--- config.mk ---
export PLATFORM = sky130hd
export DESIGN_NAME = adll_ctrl
export DESIGN_NICKNAME = d
export VERILOG_FILES = /design/src/rtl/adll_pkg.sv /design/src/rtl/adll_ctrl.sv
export SDC_FILE = /design/constraint.sdc
export NUM_CORES = 1
export LEC_CHECK = 0
export BUFFER_PORTS_ARGS = -buffer_cell sky130_fd_sc_hd__buf_2
export CORE_AREA = 2 2 39 41
export CTS_CLUSTER_DIAMETER = 120
export CTS_CLUSTER_SIZE = 20
export DETAILED_ROUTE_END_ITERATION = 10
export DIE_AREA = 0 0 41 43
export GPL_ROUTABILITY_DRIVEN = 0
export HOLD_SLACK_MARGIN = 0.08
export SLEW_MARGIN = 5
export SYNTH_ARGS = -nofsm -noshare
export SYNTH_HDL_FRONTEND = slang
export SYNTH_SLANG_ARGS = --single-unit
export TNS_END_PERCENT = 10
--- constraint.sdc ---
create_clock -name clk_i -period 1.8 [get_ports clk_i]
set_input_delay 0.27 -clock clk_i [delete_from_list [all_inputs] [get_ports clk_i]]
set_output_delay 0.27 -clock clk_i [all_outputs]
set_load 0.01 [all_outputs]
--- src/rtl/adll_pkg.sv ---
// Package with request and status codes and controller/datapath command types.
`default_nettype none
package adll_pkg;
  localparam int unsigned ReqW = 3;
  localparam int unsigned StW = 3;
  localparam int unsigned IdW = 30;
  localparam int unsigned NameW = 32;
  localparam int unsigned GradeW = 8;
  localparam int unsigned MaxResults = 16;

  typedef enum logic [2:0] {
    REQ_ADD_FIRST = 3'd0,
    REQ_ADD_AFTER = 3'd1,
    REQ_ADD_LAST = 3'd2,
    REQ_DEL_FIRST = 3'd3,
    REQ_DEL_AFTER = 3'd4,
    REQ_DEL_LAST = 3'd5,
    REQ_CLEAR = 3'd6,
    REQ_WALK = 3'd7
  } req_e;

  typedef enum logic [2:0] {
    ST_OK = 3'd0,
    ST_FULL = 3'd1,
    ST_EMPTY = 3'd2,
    ST_NOSUCC = 3'd3,
    ST_BADANCHOR = 3'd4
  } status_e;

  typedef struct packed {
    logic latch_req;
    logic exec;
    logic walk_first;
    logic walk_step;
    logic emit;
  } adll_cmd_t;

  typedef struct packed {
    logic is_walk;
    logic walk_done;
    logic out_busy;
  } adll_sts_t;
endpackage
`default_nettype wire

--- src/rtl/adll_ctrl.sv ---
// Controller state machine sequencing requests and walks.
`default_nettype none
module adll_ctrl (
  input  wire logic                clk_i,
  input  wire logic                rst_ni,
  input  wire logic                in_valid_i,
  output logic                     in_ready_o,
  input  wire adll_pkg::adll_sts_t sts_i,
  output adll_pkg::adll_cmd_t      cmd_o
);
  import adll_pkg::*;
  localparam logic [1:0] S_IDLE = 2'd0;
  localparam logic [1:0] S_EXEC = 2'd1;
  localparam logic [1:0] S_WALK = 2'd2;
  localparam logic [1:0] S_WRD = 2'd3;

  logic [1:0] state_q, state_d;

  always_comb begin
    state_d = state_q;
    cmd_o = '0;
    in_ready_o = 1'b0;
    case (state_q)
      S_IDLE: begin
        in_ready_o = 1'b1;
        if (in_valid_i) begin
          cmd_o.latch_req = 1'b1;
          state_d = S_EXEC;
        end
      end
      S_EXEC: begin
        if (!sts_i.out_busy) begin
          if (sts_i.is_walk) begin
            cmd_o.walk_first = 1'b1;
            state_d = S_WRD;
          end else begin
            cmd_o.exec = 1'b1;
            cmd_o.emit = 1'b1;
            state_d = S_IDLE;
          end
        end
      end
      S_WRD: begin
        state_d = S_WALK;
      end
      S_WALK: begin
        if (!sts_i.out_busy) begin
          cmd_o.emit = 1'b1;
          if (sts_i.walk_done) begin
            state_d = S_IDLE;
          end else begin
            cmd_o.walk_step = 1'b1;
            state_d = S_WRD;
          end
        end
      end
      default: state_d = S_IDLE;
    endcase
  end

  always_ff @(posedge clk_i or negedge rst_ni) begin
    if (!rst_ni) state_q <= S_IDLE;
    else state_q <= state_d;
  end
endmodule
`default_nettype wire

Word level (Yosys, flattened, before mapping)
Cells that the tools add are included.
{ "word_totals": {"ff_bits": 2} }
{ "classes": {"reduce_logical": 2, "n_eq_ne": 6, "n_mux": 18} }
{ "ops": {"columns": ["cell", "count"], "rows": [
  ["two-way mux 2 bit", 8],
  ["two-way mux 1 bit", 8],
  ["case mux 2 bit (4 select lines)", 1],
  ["inequality test 2 bit, second input constant", 3],
  ["equality test 2 bit, second input constant", 2],
  ["AND reduction 3 bit", 1],
  ["equality test 2 x 1 -> 1 bit, second input constant", 1],
  ["zero test 2 bit", 1],
  ["case mux 1 bit (2 select lines)", 1]
]} }

Longest topological paths before layout
{ "logic_depth": {"depth_word": 3, "ltp_mapped": 5, "mapped_depth_nobuf": 5} }

Worst setup path before layout
No wires, ideal clock.
{ "synth_timing": {"path_kind": "reg-to-reg", "start": "register state_q[0]", "end": "register state_q[0]", "slack_ps": 376, "stages_incl_launch_ff": 6, "setup_time_ps": 125, "t_arrival_ps": 1299, "period_less_slack_ps": 1424, "n_path_buf": 0, "required_time_ps": 1675, "cell_sequence": "dfrtp_1 -> inv_1 -> ha_1 -> inv_1 -> o21ai_2 -> mux2_4"} }
{ "synth_via": {"elab_chain_cells": 3} }
{ "synth_lines": {"columns": ["element", "line_no", "rtl"], "rows": [
  ["start: declaration", "adll_ctrl.sv:17", "logic [1:0] state_q, state_d;"],
  ["start signal: assignment", "adll_ctrl.sv:63", "else state_q <= state_d;"],
  ["equality test 2 x 1 -> 1 bit, or another cell as far along", "adll_ctrl.sv:23", "case (state_q)"],
  ["inequality test 2 bit (no source line)", null, null],
  ["AND reduction 3 bit (no source line)", null, null]
]} }
Parallel ways exist; a longest one is shown, timed or not.
A chain may end at the register's enable or synchronous reset.

==> results.json <==
{
  "status": "finished, final reports clean",
  "cts-root-buf": "clkbuf_4",
  "syn_area_um2": 265,
  "grt_pass1_wl_um": 945,
  "slowest_delay_ns": 0.42,
  "worst_path_max_delay_cell": "dfrtp_1",
  "r2r-end": "state_q[0]",
  "r2r_slack_ns": 0.36,
  "grt_pass1_vias": 287,
  "io_buffers": 11,
  "ys_ff_latch": 2,
  "hold_class": "in2async",
  "finalCriticalPeriod_ns": 1.65,
  "drt-total-wl_um": 495,
  "cts_num_sinks": 2,
  "largestRegisters": "state_q (2)",
  "core_area_um2": 1380,
  "postCtsSetupBuffers": 0,
  "syn_inst": 28,
  "maxCapViolations": 0,
  "slew_headroom_pct": 86.9,
  "num_vias": 232,
  "avgSynthCellArea_um2": 9.47,
  "numCtsBuffers": 3,
  "synth_warnings": 0,
  "critical_path_required_ns": 1.53,
  "dr.pass1.iters": 1,
  "vias_per_cell": 3.93,
  "drc": 0,
  "r2r-start": "state_q[0]",
  "cp_max_fo": 5,
  "synthTopCellsByArea": "ha_1, dfrtp_1, mux2_4",
  "grt_max_degree": 6,
  "drt_iter0_drc": 0,
  "overflow": 0,
  "fin_cells": 59,
  "met3_usage_pct": 0,
  "worstPathCellList": "inv_1, ha_1, a21oi_1, nor3b_1, buf_2",
  "worst_slew_pin_slew_ns": 0.196,
  "drv_slew": 0,
  "initial_core_util_pct": 19.2,
  "cts_tree": "built",
  "fin_crit_sh_pct": 91.8,
  "placed_area_um2": 340,
  "grt_use_met2_pct": 13.4,
  "fin_area_um2": 373,
  "regMostFlops": "state_q",
  "path_class": "reg2out",
  "clkTransAtPathRegs_ns": 0.03,
  "cp_data_arrival_time_ns": 1.38,
  "ys_types": 13,
  "tns_ns": 0,
  "p_leak_nw": 0.203,
  "htreeDepth": 1,
  "nets": 58,
  "r2r_cells": 5,
  "clock_skew_ns": 0.000762,
  "synth_nets": 41,
  "drive_above_1_share_pct": 44.2,
  "die-area_um2": 1760,
  "die-width_um": 41,
  "end_kind": "primary output",
  "antenna_found_initial": 0,
  "endpoint": "cmd_o[0]",
  "synth_top_cell_area_share_pct": 33.0,
  "clk_latency_ns": 0.22,
  "yosysTopAreaCell": "ha_1",
  "startpoint_type": "flop",
  "diodes": 0,
  "wl_per_cell_um": 8.39,
  "num_io_pins": 12,
  "place_inst": 55,
  "grt.total_usage_pct": 8.01,
  "rsz0062_at_grt": "no",
  "busiest_layer": "met2",
  "areaGrowthSynthToFinish_pct": 40.6,
  "critical_path.startpoint": "state_q[0]",
  "p_total_mw": 0.503,
  "ys_seq_area_share_pct": 18.9,
  "finalSetupViolations": 0,
  "largest_reg_flops": 2,
  "ir_drop_v": 0.000286,
  "n_fill_cell": 153,
  "grt_use_met1_pct": 7.01,
  "rows": 14,
  "drtAntennaViolNets": 0,
  "cts_buffer_depth": 2,
  "final_hold_viol_count": 0,
  "hpwl_um": 416,
  "die_y_um": 43,
  "fmax_mhz": 605,
  "power_density_nw_per_um2": 1350
}
[synthesized netlist by cell type]
cell / count
a21oi_1: 1
nand2_1: 1
dfrtp_1: 2
o21ai_2: 2
nand2b_1: 1
nor3b_1: 3
mux2_4: 2
nor2_1: 1
inv_1: 5
and2_1: 1
a31oi_1: 1
nand3b_1: 1
ha_1: 7
[metrics by stage]
| step | setup WS (ns) | utilization [%] | hold WS [ns] |
|---|---|---|---|
| 6_report | 0.148 | 26.9 | 0.367 |
| 4_1_cts | 0.0847 | 26.9 | 0.365 |
| 3_5_place_dp | 0.338 | 24.6 | 0.0573 |
| 2_1_floorplan | 0.376 | - | -0.0256 |
| 5_1_grt | 0.0201 | 26.9 | 0.382 |
| 3_3_place_gp | 0.350 | 24.6 | 0.0550 |
[worst min path at each step]
stage	end	slack, ns	cells past startpoint
2_1_floorplan	state_q[0]	-0.03	0
3_3_place_gp	state_q[0]	0.06	1
3_5_place_dp	state_q[0]	0.06	1
4_1_cts	state_q[0]	0.36	2
5_1_grt	state_q[1]	0.38	2
6_report	state_q[1]	0.37	2
[kinds of logic (layout without fill, tap and decap cells)]
family | after synthesis | after routing | share of synthesized area [%]
and+or+nand+nor | 8 | 8 | 18.9
adders and majority gates | 7 | 7 | 33.0
buffers and inverters | 5 | 20 | 7.08
AOI/OAI and AO/OA | 4 | 4 | 10.8
muxes | 2 | 2 | 11.3
DFF | 2 | 2 | 18.9
[routing by layer]
| metal | vias to the layer above | share of wire, % |
|---|---|---|
| met5 | - | 0 |
| met2 | 2 | 64 |
| met1 | 108 | 34 |
| met3 | 0 | 2.0 |
| met4 | 0 | 0 |
| li1 | 122 | - |
[timing repair]
action                                 in CTS  in global routing
endpoints found under the hold margin       2                  0
hold buffers                                1                  0
gates resized for setup                     0                  1
setup endpoints to repair                   0                  1
[report_power, final]
part | total [mW] | switching [mW] | internal (mW)
logic | 0.308 | 0.143 | 0.165
registers | 0.0969 | 0.0308 | 0.0661
clock network | 0.0983 | 0.0248 | 0.0735
total | 0.503 | 0.198 | 0.304
[layout make-up]
class                   instances  area (um2)  area share (%)
clock buffers                   3        22.5            6.04
inverters                       5        18.8            5.03
multi-input cells              21         196            52.7
flip-flops and latches          2        50.0            13.4
well taps                      16        20.0            5.37
repair buffers                 12        65.1            17.4
[cells in the final DEF, fill, tap and decap left out]
cell type      netlist  layout
buf_2                0      11
ha_1                 7       7
inv_1                5       4
nor3b_1              3       3
clkbuf_4             0       3
o21ai_2              2       2
mux2_4               2       2
dfrtp_1              2       2
inv_2                0       1
a21oi_1              1       1
and2_1               1       1
nand2b_1             1       1
nor2_1               1       1
nand2_1              1       1
nand3b_1             1       1
a31oi_1              1       1
dlygate4sd3_1        0       1
[critical path: cells and delay by family, from the launching register on]
kind / cells / cell delay, ns
adders and majority gates: 1 / 0.21
buffers and inverters: 2 / 0.31
AOI/OAI and AO/OA: 1 / 0.05
DFF: 1 / 0.42
and+or+nand+nor: 1 / 0.17
No activity file was read; power rests on OpenSTA's default activity.
