File: src/rtl/adll_pkg.sv
// Package with request and status codes and controller/datapath command types.
`default_nettype none
package adll_pkg;
  localparam int unsigned ReqW = 3;
  localparam int unsigned StW = 3;
  localparam int unsigned IdW = 30;
  localparam int unsigned NameW = 32;
  localparam int unsigned GradeW = 8;
  localparam int unsigned MaxResults = 16;

  typedef enum logic [2:0] {
    REQ_ADD_FIRST = 3'd0,
    REQ_ADD_AFTER = 3'd1,
    REQ_ADD_LAST = 3'd2,
    REQ_DEL_FIRST = 3'd3,
    REQ_DEL_AFTER = 3'd4,
    REQ_DEL_LAST = 3'd5,
    REQ_CLEAR = 3'd6,
    REQ_WALK = 3'd7
  } req_e;

  typedef enum logic [2:0] {
    ST_OK = 3'd0,
    ST_FULL = 3'd1,
    ST_EMPTY = 3'd2,
    ST_NOSUCC = 3'd3,
    ST_BADANCHOR = 3'd4
  } status_e;

  typedef struct packed {
    logic latch_req;
    logic exec;
    logic walk_first;
    logic walk_step;
    logic emit;
  } adll_cmd_t;

  typedef struct packed {
    logic is_walk;
    logic walk_done;
    logic out_busy;
  } adll_sts_t;
endpackage
`default_nettype wire

File: src/rtl/adll_ram.sv
// Generic single-port-write RAM with registered read.
`default_nettype none
module adll_ram #(
  parameter int unsigned Width = 8,
  parameter int unsigned Depth = 16
) (
  input  wire logic                     clk_i,
  input  wire logic                     we_i,
  input  wire logic [$clog2(Depth)-1:0] waddr_i,
  input  wire logic [Width-1:0]         wdata_i,
  input  wire logic [$clog2(Depth)-1:0] raddr_i,
  output logic      [Width-1:0]         rdata_o
);
  logic [Width-1:0] mem_q [Depth];
  always_ff @(posedge clk_i) begin
    if (we_i) mem_q[waddr_i] <= wdata_i;
    rdata_o <= mem_q[raddr_i];
  end
endmodule
`default_nettype wire

File: src/rtl/adll_dp.sv
// Datapath: link tables, list registers, record memories and output register.
`default_nettype none
module adll_dp #(
  parameter int unsigned Capacity = 16
) (
  input  wire logic                clk_i,
  input  wire logic                rst_ni,
  input  wire logic [2:0]          req_i,
  input  wire logic [3:0]          anchor_i,
  input  wire logic [29:0]         id_i,
  input  wire logic [31:0]         name_i,
  input  wire logic [7:0]          grade_i,
  input  wire adll_pkg::adll_cmd_t cmd_i,
  output adll_pkg::adll_sts_t      sts_o,
  output logic                     out_valid_o,
  input  wire logic                out_ready_i,
  output logic [2:0]               status_o,
  output logic [3:0]               slot_o,
  output logic [29:0]              out_id_o,
  output logic [31:0]              out_name_ref_o,
  output logic [7:0]               out_grade_o,
  output logic [4:0]               count_o,
  output logic                     last_o
);
  import adll_pkg::*;
  localparam int unsigned SW = (Capacity > 1) ? $clog2(Capacity) : 1;
  localparam int unsigned CW = $clog2(Capacity + 1);

  logic [SW-1:0] next_q [Capacity];
  logic [SW-1:0] prev_q [Capacity];
  logic [Capacity-1:0] used_q, hasn_q;
  logic [SW-1:0] head_q, tail_q;
  logic [CW-1:0] cnt_q;

  logic [2:0] req_q;
  logic [3:0] anc_q;
  logic [29:0] id_q;
  logic [31:0] name_q;
  logic [7:0] grade_q;

  logic [SW-1:0] wslot_q;
  logic [4:0] wk_q;

  logic ov_q;
  logic [2:0] st_q;
  logic [3:0] slot_q;
  logic [4:0] cnt_out_q;
  logic last_q;
  logic walk_q;

  logic [SW-1:0] free_s;
  logic anc_in, anc_ok, full;
  logic [SW-1:0] anc_s;
  logic [4:0] cnt_ext;

  assign cnt_ext = 5'(cnt_q);
  assign anc_in = 32'(anc_q) < Capacity;
  assign anc_s = SW'(anc_q);
  assign anc_ok = anc_in && used_q[anc_s];
  assign full = 32'(cnt_q) >= Capacity;

  always_comb begin
    free_s = '0;
    for (int i = Capacity - 1; i >= 0; i--) begin
      if (!used_q[i]) free_s = SW'(i);
    end
  end

  logic we;
  logic [SW-1:0] raddr;
  logic [29:0] rid;
  logic [31:0] rname;
  logic [7:0] rgrade;
  assign raddr = cmd_i.walk_first ? head_q :
                 cmd_i.walk_step ? next_q[wslot_q] : wslot_q;

  adll_ram #(.Width(IdW), .Depth(Capacity)) u_id (
    .clk_i, .we_i(we), .waddr_i(free_s), .wdata_i(id_q),
    .raddr_i(raddr), .rdata_o(rid));
  adll_ram #(.Width(NameW), .Depth(Capacity)) u_name (
    .clk_i, .we_i(we), .waddr_i(free_s), .wdata_i(name_q),
    .raddr_i(raddr), .rdata_o(rname));
  adll_ram #(.Width(GradeW), .Depth(Capacity)) u_grade (
    .clk_i, .we_i(we), .waddr_i(free_s), .wdata_i(grade_q),
    .raddr_i(raddr), .rdata_o(rgrade));

  logic is_add;
  assign is_add = req_q == REQ_ADD_FIRST || req_q == REQ_ADD_AFTER || req_q == REQ_ADD_LAST;
  assign we = cmd_i.exec && is_add && !full &&
              !(req_q == REQ_ADD_AFTER && !anc_ok);

  logic walk_more;
  assign walk_more = hasn_q[wslot_q] && (wk_q + 5'd1 < cnt_ext) &&
                     (wk_q + 5'd1 < 5'(MaxResults));

  assign sts_o.is_walk = req_q == REQ_WALK && cnt_q != '0;
  assign sts_o.walk_done = !walk_more;
  assign sts_o.out_busy = ov_q && !out_ready_i;

  always_ff @(posedge clk_i) begin
    if (cmd_i.latch_req) begin
      req_q <= req_i;
      anc_q <= anchor_i;
      id_q <= id_i;
      name_q <= name_i;
      grade_q <= grade_i;
    end
  end

  always_ff @(posedge clk_i or negedge rst_ni) begin
    logic [SW-1:0] s, a, n;
    logic [2:0] st;
    logic [3:0] so;
    logic [CW-1:0] c;
    if (!rst_ni) begin
      used_q <= '0;
      hasn_q <= '0;
      head_q <= '0;
      tail_q <= '0;
      cnt_q <= '0;
      ov_q <= 1'b0;
      st_q <= ST_OK;
      slot_q <= '0;
      cnt_out_q <= '0;
      last_q <= 1'b0;
      walk_q <= 1'b0;
      wslot_q <= '0;
      wk_q <= '0;
    end else begin
      if (cmd_i.emit) ov_q <= 1'b1;
      else if (ov_q && out_ready_i) ov_q <= 1'b0;
      if (cmd_i.walk_first) begin
        wslot_q <= head_q;
        wk_q <= '0;
      end
      if (cmd_i.walk_step) begin
        wslot_q <= next_q[wslot_q];
        wk_q <= wk_q + 5'd1;
      end
      if (cmd_i.emit && !cmd_i.exec) begin
        st_q <= ST_OK;
        slot_q <= 4'(wslot_q);
        cnt_out_q <= cnt_ext;
        last_q <= !walk_more;
        walk_q <= 1'b1;
      end
      if (cmd_i.exec) begin
        st = ST_OK;
        so = '0;
        c = cnt_q;
        case (req_q)
          REQ_ADD_FIRST, REQ_ADD_AFTER, REQ_ADD_LAST: begin
            if (full) st = ST_FULL;
            else if (req_q == REQ_ADD_AFTER && !anc_ok) st = ST_BADANCHOR;
            else begin
              s = free_s;
              so = 4'(s);
              c = cnt_q + 1'b1;
              used_q[s] <= 1'b1;
              if (req_q == REQ_ADD_FIRST || cnt_q == '0) begin
                if (cnt_q == '0) begin
                  hasn_q[s] <= 1'b0;
                  tail_q <= s;
                end else begin
                  hasn_q[s] <= 1'b1;
                  next_q[s] <= head_q;
                  prev_q[head_q] <= s;
                end
                head_q <= s;
              end else begin
                a = (req_q == REQ_ADD_AFTER) ? anc_s : tail_q;
                prev_q[s] <= a;
                if (hasn_q[a]) begin
                  n = next_q[a];
                  next_q[s] <= n;
                  hasn_q[s] <= 1'b1;
                  prev_q[n] <= s;
                end else begin
                  hasn_q[s] <= 1'b0;
                  tail_q <= s;
                end
                next_q[a] <= s;
                hasn_q[a] <= 1'b1;
              end
            end
          end
          REQ_DEL_FIRST, REQ_DEL_LAST, REQ_DEL_AFTER: begin
            if (req_q != REQ_DEL_AFTER && cnt_q == '0) st = ST_EMPTY;
            else if (req_q == REQ_DEL_AFTER && !anc_ok) st = ST_BADANCHOR;
            else if (req_q == REQ_DEL_AFTER && !hasn_q[anc_s]) st = ST_NOSUCC;
            else if (req_q == REQ_DEL_FIRST ||
                     (req_q == REQ_DEL_LAST && cnt_q == CW'(1))) begin
              s = head_q;
              so = 4'(s);
              c = cnt_q - 1'b1;
              if (cnt_q <= CW'(1)) begin
                head_q <= '0;
                tail_q <= '0;
              end else begin
                head_q <= next_q[s];
              end
              used_q[s] <= 1'b0;
              hasn_q[s] <= 1'b0;
            end else begin
              a = (req_q == REQ_DEL_AFTER) ? anc_s : prev_q[tail_q];
              s = next_q[a];
              so = 4'(s);
              c = cnt_q - 1'b1;
              if (hasn_q[s]) begin
                n = next_q[s];
                next_q[a] <= n;
                prev_q[n] <= a;
              end else begin
                hasn_q[a] <= 1'b0;
                tail_q <= a;
              end
              used_q[s] <= 1'b0;
              hasn_q[s] <= 1'b0;
            end
          end
          REQ_CLEAR: begin
            used_q <= '0;
            hasn_q <= '0;
            head_q <= '0;
            tail_q <= '0;
            c = '0;
          end
          default: st = ST_EMPTY;
        endcase
        cnt_q <= c;
        st_q <= st;
        slot_q <= so;
        cnt_out_q <= 5'(c);
        last_q <= 1'b1;
        walk_q <= 1'b0;
      end
    end
  end

  logic [29:0] oid_q;
  logic [31:0] oname_q;
  logic [7:0] ogr_q;
  always_ff @(posedge clk_i) begin
    if (cmd_i.emit) begin
      oid_q <= cmd_i.exec ? '0 : rid;
      oname_q <= cmd_i.exec ? '0 : rname;
      ogr_q <= cmd_i.exec ? '0 : rgrade;
    end
  end

  assign out_valid_o = ov_q;
  assign status_o = st_q;
  assign slot_o = slot_q;
  assign out_id_o = walk_q ? oid_q : '0;
  assign out_name_ref_o = walk_q ? oname_q : '0;
  assign out_grade_o = walk_q ? ogr_q : '0;
  assign count_o = cnt_out_q;
  assign last_o = last_q;
endmodule
`default_nettype wire

File: config.mk
export PLATFORM = sky130hd
export DESIGN_NAME = adll_dp
export DESIGN_NICKNAME = d
export VERILOG_FILES = /design/src/rtl/adll_pkg.sv /design/src/rtl/adll_ram.sv /design/src/rtl/adll_dp.sv
export SDC_FILE = /design/constraint.sdc
export NUM_CORES = 2
export LEC_CHECK = 0
export ABC_AREA = 1
export CAP_MARGIN = 20
export CORE_MARGIN = 2
export CORE_UTILIZATION = 40
export DETAILED_ROUTE_END_ITERATION = 8
export DONT_BUFFER_PORTS = 1
export SLEW_MARGIN = 20
export SYNTH_ARGS = -nofsm -noshare
export SYNTH_HDL_FRONTEND = slang
export SYNTH_SLANG_ARGS = --single-unit
File: constraint.sdc
create_clock -name clk_i -period 21.7 [get_ports clk_i]
set_input_delay 3.255 -clock clk_i [delete_from_list [all_inputs] [get_ports clk_i]]
set_output_delay 3.255 -clock clk_i [all_outputs]
set_load 0.05 [all_outputs]
-- Word level (Yosys, flattened, before mapping)
Memory sizes are Yosys's and may differ from the RTL's. A register that Yosys moved wholly into a read port is not among the register bits.
Cells that the tools add are included.
- bits in registers: 216
- memory bits (writable): 1248
- bits of input ports: 85
- output and inout bits: 87
- logic and storage cells: 296
- memories: 5
- memory list (name ; depth ; bits a word ; read ports ; clocked after Yosys merged registers in ; write ports ; RTL line ; source):
    u_name.mem_q ; 16 ; 32 ; 1 ; 1 ; 1 ; adll_ram.sv:14 ; logic [Width-1:0] mem_q [Depth];
    u_id.mem_q ; 16 ; 30 ; 1 ; 1 ; 1 ; adll_ram.sv:14 ;
    u_grade.mem_q ; 16 ; 8 ; 1 ; 1 ; 1 ; adll_ram.sv:14 ;
    next_q ; 16 ; 4 ; 5 ; 0 ; 2 ; adll_dp.sv:29 ; logic [SW-1:0] next_q [Capacity];
    prev_q ; 16 ; 4 ; 1 ; 0 ; 2 ; adll_dp.sv:30 ; logic [SW-1:0] prev_q [Capacity];
- add/sub/neg operators: 3
- $lt $le $gt $ge: 16
- equality and inequality tests: 20
- mux-type cells: 168
- bitwise operators: 14
- reduce and logical (&&, ||, !) cells: 49
- operators with widths (kind ; count):
    16-bit 2-to-1 mux ; 27
    4-bit 2-to-1 mux ; 56
    16-bit AND ; 6
    16-bit case mux with 3 select lines ; 2
    16-bit inverter ; 4
    1-bit 2-to-1 mux ; 49
    16-bit bitwise OR ; 3
    5-bit 2-to-1 mux ; 9
    4-bit by 5-bit less-than comparator with 1-bit output (second input constant) ; 7
    32-bit 2-to-1 mux ; 1
    30-bit 2-to-1 mux ; 1
    4-bit case mux with 3 select lines ; 2
    1-bit logical AND ; 23
    1-bit binary-select mux with 4-bit select ; 5
    1-bit demux with 4-bit select ; 5
    4-bit by 1-bit greater-or-equal comparator with 1-bit output (second input constant) ; 5
    3-bit 2-to-1 mux ; 6
    3-bit inequality test (second input constant) ; 5
    5-bit case mux with 3 select lines ; 1
    2-bit inequality test (second input constant) ; 7
    3-bit equality test (second input constant) ; 4
    4-bit OR reduction ; 3
    11-bit AND reduction ; 1
    5-bit by 1-bit adder with 5-bit output (second input constant) ; 2
    other kinds (23) ; 36

-- Depth between registers and ports, before layout
- word-level depth: 33
- gate-level depth with buffers: 34
- depth with buffers taken out: 29

-- By module
A second synthesis with hierarchy kept.
- cells, all modules: 7390
- area, all modules: 70572.7 µm²
- modules (own cells, without submodules) (module ; instances ; cells an instance ; area each (µm²)):
    adll_ram at u_name ; 1 ; 2120 ; 22730.6
    adll_ram at u_id ; 1 ; 1989 ; 21299.2
    adll_dp ; 1 ; 2730 ; 20776.2
    adll_ram at u_grade ; 1 ; 551 ; 5766.8

-- Worst setup path after synthesis
OpenSTA, ideal clock, no wires.
- path type: input -> register
- start: input cmd_i[3] (netlist name)
- end: memory u_grade.mem_q[48][0], in the netlist u_grade.mem_q[12][0], enable pin
- setup time: 587 ps
- arrival: 9196 ps
- slack: 11917 ps
- stages on the path: 7
- buffers on the path: 1
- cells stage by stage: clkbuf_1 > nand2_1 > inv_1 > nand3_1 > nor2_1 > nand2_1 > nor3_1
- longest elaborated chain between the ends: 5
- ends and longest elaborated chain (item ; RTL line ; source):
    start, declared ; adll_dp.sv:13 ; input wire adll_pkg::adll_cmd_t cmd_i,
    1-bit logical AND (3 in series) ; adll_dp.sv:89 ; assign we = cmd_i.exec && is_add && !full &&
    1-bit 2-to-1 mux ; adll_ram.sv:16 ; if (we_i) mem_q[waddr_i] <= wdata_i;
    1-bit 2-to-1 mux (implied by the code) ; adll_ram.sv:16 ;
    end, declared ; adll_ram.sv:14 ;
Every way passes these cells.

-- Final worst setup path
- start: input cmd_i[1] (netlist name)
- end: register u_name.rdata_o[4], read port of u_name.mem_q
- longest elaborated chain between the ends: 2
- ends and longest elaborated chain (item ; RTL line ; source):
    4-bit 2-to-1 mux ; adll_dp.sv:75 ; cmd_i.walk_step ? next_q[wslot_q] : wslot_q;
    4-bit 2-to-1 mux ; adll_dp.sv:74 ; assign raddr = cmd_i.walk_first ? head_q :
    end, declared ; adll_ram.sv:12 ; output logic [Width-1:0] rdata_o
Every way passes these cells.
A chain may end at the register's enable or synchronous reset.

==> flow_summary_export.csv <==
group,metric,value,unit
floorplanning,core-area,167000,um^2
synth,synth_area,66900,um^2
power,ir_drop,149,uV
grt,overflow,0,
cells_and_area,drive_gt1_share,6.70,%
power,netSwitchingPower,3.99,mW
clock_tree,clkSinkCount,1534,
drt,routedWlPerCell,22.8,um
cells_and_area,final-instance-count-excl-fill,8301,
sta,fmax,132,MHz
power,share_comb_of_total_power,35.4,%
sta,hold_violations,0,
worst_setup_path,crit_arrival,8.29,ns
power,power_frac_clock,27.7,%
clock_tree,cts_tree,"yes",
clock_tree,holdBufCountCts,0,
power,leakage,27.9,nW
sta,finalMaxSlewViolations,0,
synth,yosysTopAreaCellShare,62.6,%
sta,whs,0.508,ns
synth,yosys.area.top_type,"edfxtp_1",
cells_and_area,synthToLayoutAreaGrowth,11.4,%
clock_tree,postCtsSetupRepairBufs,0,
worst_setup_path,rr_worst_depth,14,
place,dp_slack,13.39,ns
clock_tree,htreeDepth,4,
grt,grt_max_degree,273,
clock_tree,path_clk_slew,0.06,ns
floorplanning,ios,172,
synth,ys_top_cells_by_count,"edfxtp_1, nand2_1, o21ai_0, inv_1, a21oi_1",
floorplanning,start_util,40.1,%
hold_path,min_path_cells,2,
sta,worst_slack,14.10,ns
drt,num_vias,45500,
power,intPower,6.05,mW
drt,drtIter0Drc,5077,
sta,tns,0,ns
synth,synthArstFlopShare,4.50,%
floorplanning,die_w,413,um
power,total_power,10.0,mW
run,cap_violations,0,
synth,synth_edf_count,1395,
sta,grt_setup_unrepaired,"false",
drt,ant_nets,0,
power,p_per_area,135,nW/um^2
floorplanning,fp.dieArea,170000,um^2
clock_tree,clockBufferDepth,3,
worst_setup_path,required,22.40,ns
worst_setup_path,crit_top_cell,"buf_4",
run_status,status,"finished clean",
power,power_frac_seq,36.9,%
worst_setup_path,path_cells,"nor2_1, a21oi_1, o21ai_4, buf_4, buf_4, buf_4, buf_4, mux2i_1, o21ai_0, o221ai_1, nand2_1",
worst_setup_path,critPathKind,"in -> reg",
drt,via_per_inst,5.48,
sta,slew_headroom,13.8,%
sta,setup_viol,0,
place,port_buffers,0,
place,place.gp.congestion,0.995,
clock_tree,cts_resized,0,
cells_and_area,design_area,74500,um^2
drt,dr.pass1.iters,7,
synth,synth.distinct_cells,57,
grt,grt_pass1_wl,279000,um
clock_tree,cts_buffers,161,
clock_tree,root_buffer,"clkbuf_16",
floorplanning,num_rows,150,
synth,seq_area_frac_synth,67.3,%
sta,tightest_slew,1.29,ns
worst_setup_path,crit_path_end_kind,"flip-flop",
place,dpl_cell_area,69000,um^2
worst_setup_path,worst-path-max-fanout,101,
place,dp.cells,7992,
worst_setup_path,slowest_stage,"buf_4",
cells_and_area,final_nets,6047,
sta,timing.final.crit_share,35.0,%
synth,synth_area_leaders,"edfxtp_1, o21ai_0, nand2_1",
drt,wl,189000,um
synth,synth_most_common_cell,"edfxtp_1",
synth,synth_nets,6142,
floorplanning,die_h,413,um
grt,antenna_found_initial,23,
grt,first_global_vias,42800,
synth,synthFlopType,"edfxtp_1",
synth,syn_avg_cell_area,11.1,um^2
synth,ys_seq_elements,1534,
sta,fin_crit,7.60,ns
place,hpwl,106000,um
drt,drc,0,
synth,yosys_warnings,0,
power,switching_share,39.7,%
cells_and_area,fin_util,44.7,%
grt,grt_usage,21.9,%
synth,netlist_instances,6049,
clock_tree,clk_latency,0.82,ns
hold_path,hp-class,"reg -> reg",
worst_setup_path,crit_path_start_kind,"primary input",
sta,skew,0.0819,ns
worst_setup_path,cpPeakStageDelay,0.90,ns
worst paths after layout:
kind | startpoint | endpoint | slack (ns)
max | cmd_i[1] | u_name.rdata_o[4] | 14.10
min | u_name.rdata_o[26] | oname_q[26] | 0.51
max reg2reg | wslot_q[2] | u_name.rdata_o[4] | 14.94
min reg2reg | u_name.rdata_o[26] | oname_q[26] | 0.51
max in group asynchronous | rst_ni | out_valid_o | 19.17
min in group asynchronous | rst_ni | walk_q | 2.19
power groups by stage:
stage / sequential [mW] / combinational [mW] / clock [mW]
finish: 3.70 / 3.55 / 2.78
global route: 3.73 / 3.89 / 2.94
CTS: 3.70 / 3.45 / 2.83
detailed placement: 3.76 / 3.44 / 0
global placement: 3.76 / 3.39 / 0
floorplan: 3.67 / 2.51 / 0
kinds of logic after synthesis:
group / after synthesis / synth area share [%]
simple gates: 1544 / 9.51
fa+ha+maj: 8 / 0.150
mux: 140 / 2.10
xor+xnor: 2 / 0.0262
buf+inv: 1144 / 6.73
compound gates: 1677 / 14.2
flops: 1534 / 67.3
flip-flops by register name, summed over array words and instances (netlist names), 5 cells and up, named ones only:
| register | cells |
|---|---|
| u_grade.rdata_o | 8 |
| wk_q | 5 |
| prev_q | 64 |
| oname_q | 32 |
| oid_q | 30 |
| id_q | 30 |
| u_name.rdata_o | 32 |
| next_q | 64 |
| u_name.mem_q | 512 |
| u_id.rdata_o | 30 |
| u_grade.mem_q | 128 |
| grade_q | 8 |
| used_q | 16 |
| cnt_ext | 5 |
| name_q | 32 |
| ogr_q | 8 |
| u_id.mem_q | 480 |
| count_o | 5 |
layer usage:
layer	vias up	share of wire, %	GRT usage (%)
met5	-	0.043	0
met4	14	3.2	7.45
met3	364	7.3	3.96
met2	1706	46	34.7
met1	22400	43	30.4
li1	21000	-	-
worst max-delay path, delay by kind of cell:
kind,cells,cell delay (ns)
mux,1,0.25
compound gates,4,0.90
buf+inv,4,3.36
simple gates,2,0.38
final cells by class:
cell class	instances	area, um^2
fillers	15300	92200
well taps	2204	2760
flip-flops and latches	1534	45000
inverters	809	3050
multi-input cells	3371	17500
clock inverters	80	1050
repair buffers	77	676
diodes	5	12.5
clock buffers	221	4380
cells in the final DEF (no fill, tap or decap), types with 70 or more instances in the layout:
| master | count |
|---|---|
| edfxtp_1 | 1395 |
| nand2_1 | 1042 |
| o21ai_0 | 899 |
| inv_1 | 791 |
| a21oi_1 | 339 |
| nor2_1 | 237 |
| clkbuf_16 | 161 |
| o221ai_1 | 146 |
| nand3_1 | 145 |
| mux2i_1 | 140 |
| o22ai_1 | 88 |
| o211ai_1 | 78 |
| dfxtp_1 | 70 |
No activity file was read; power rests on OpenSTA's default activity.
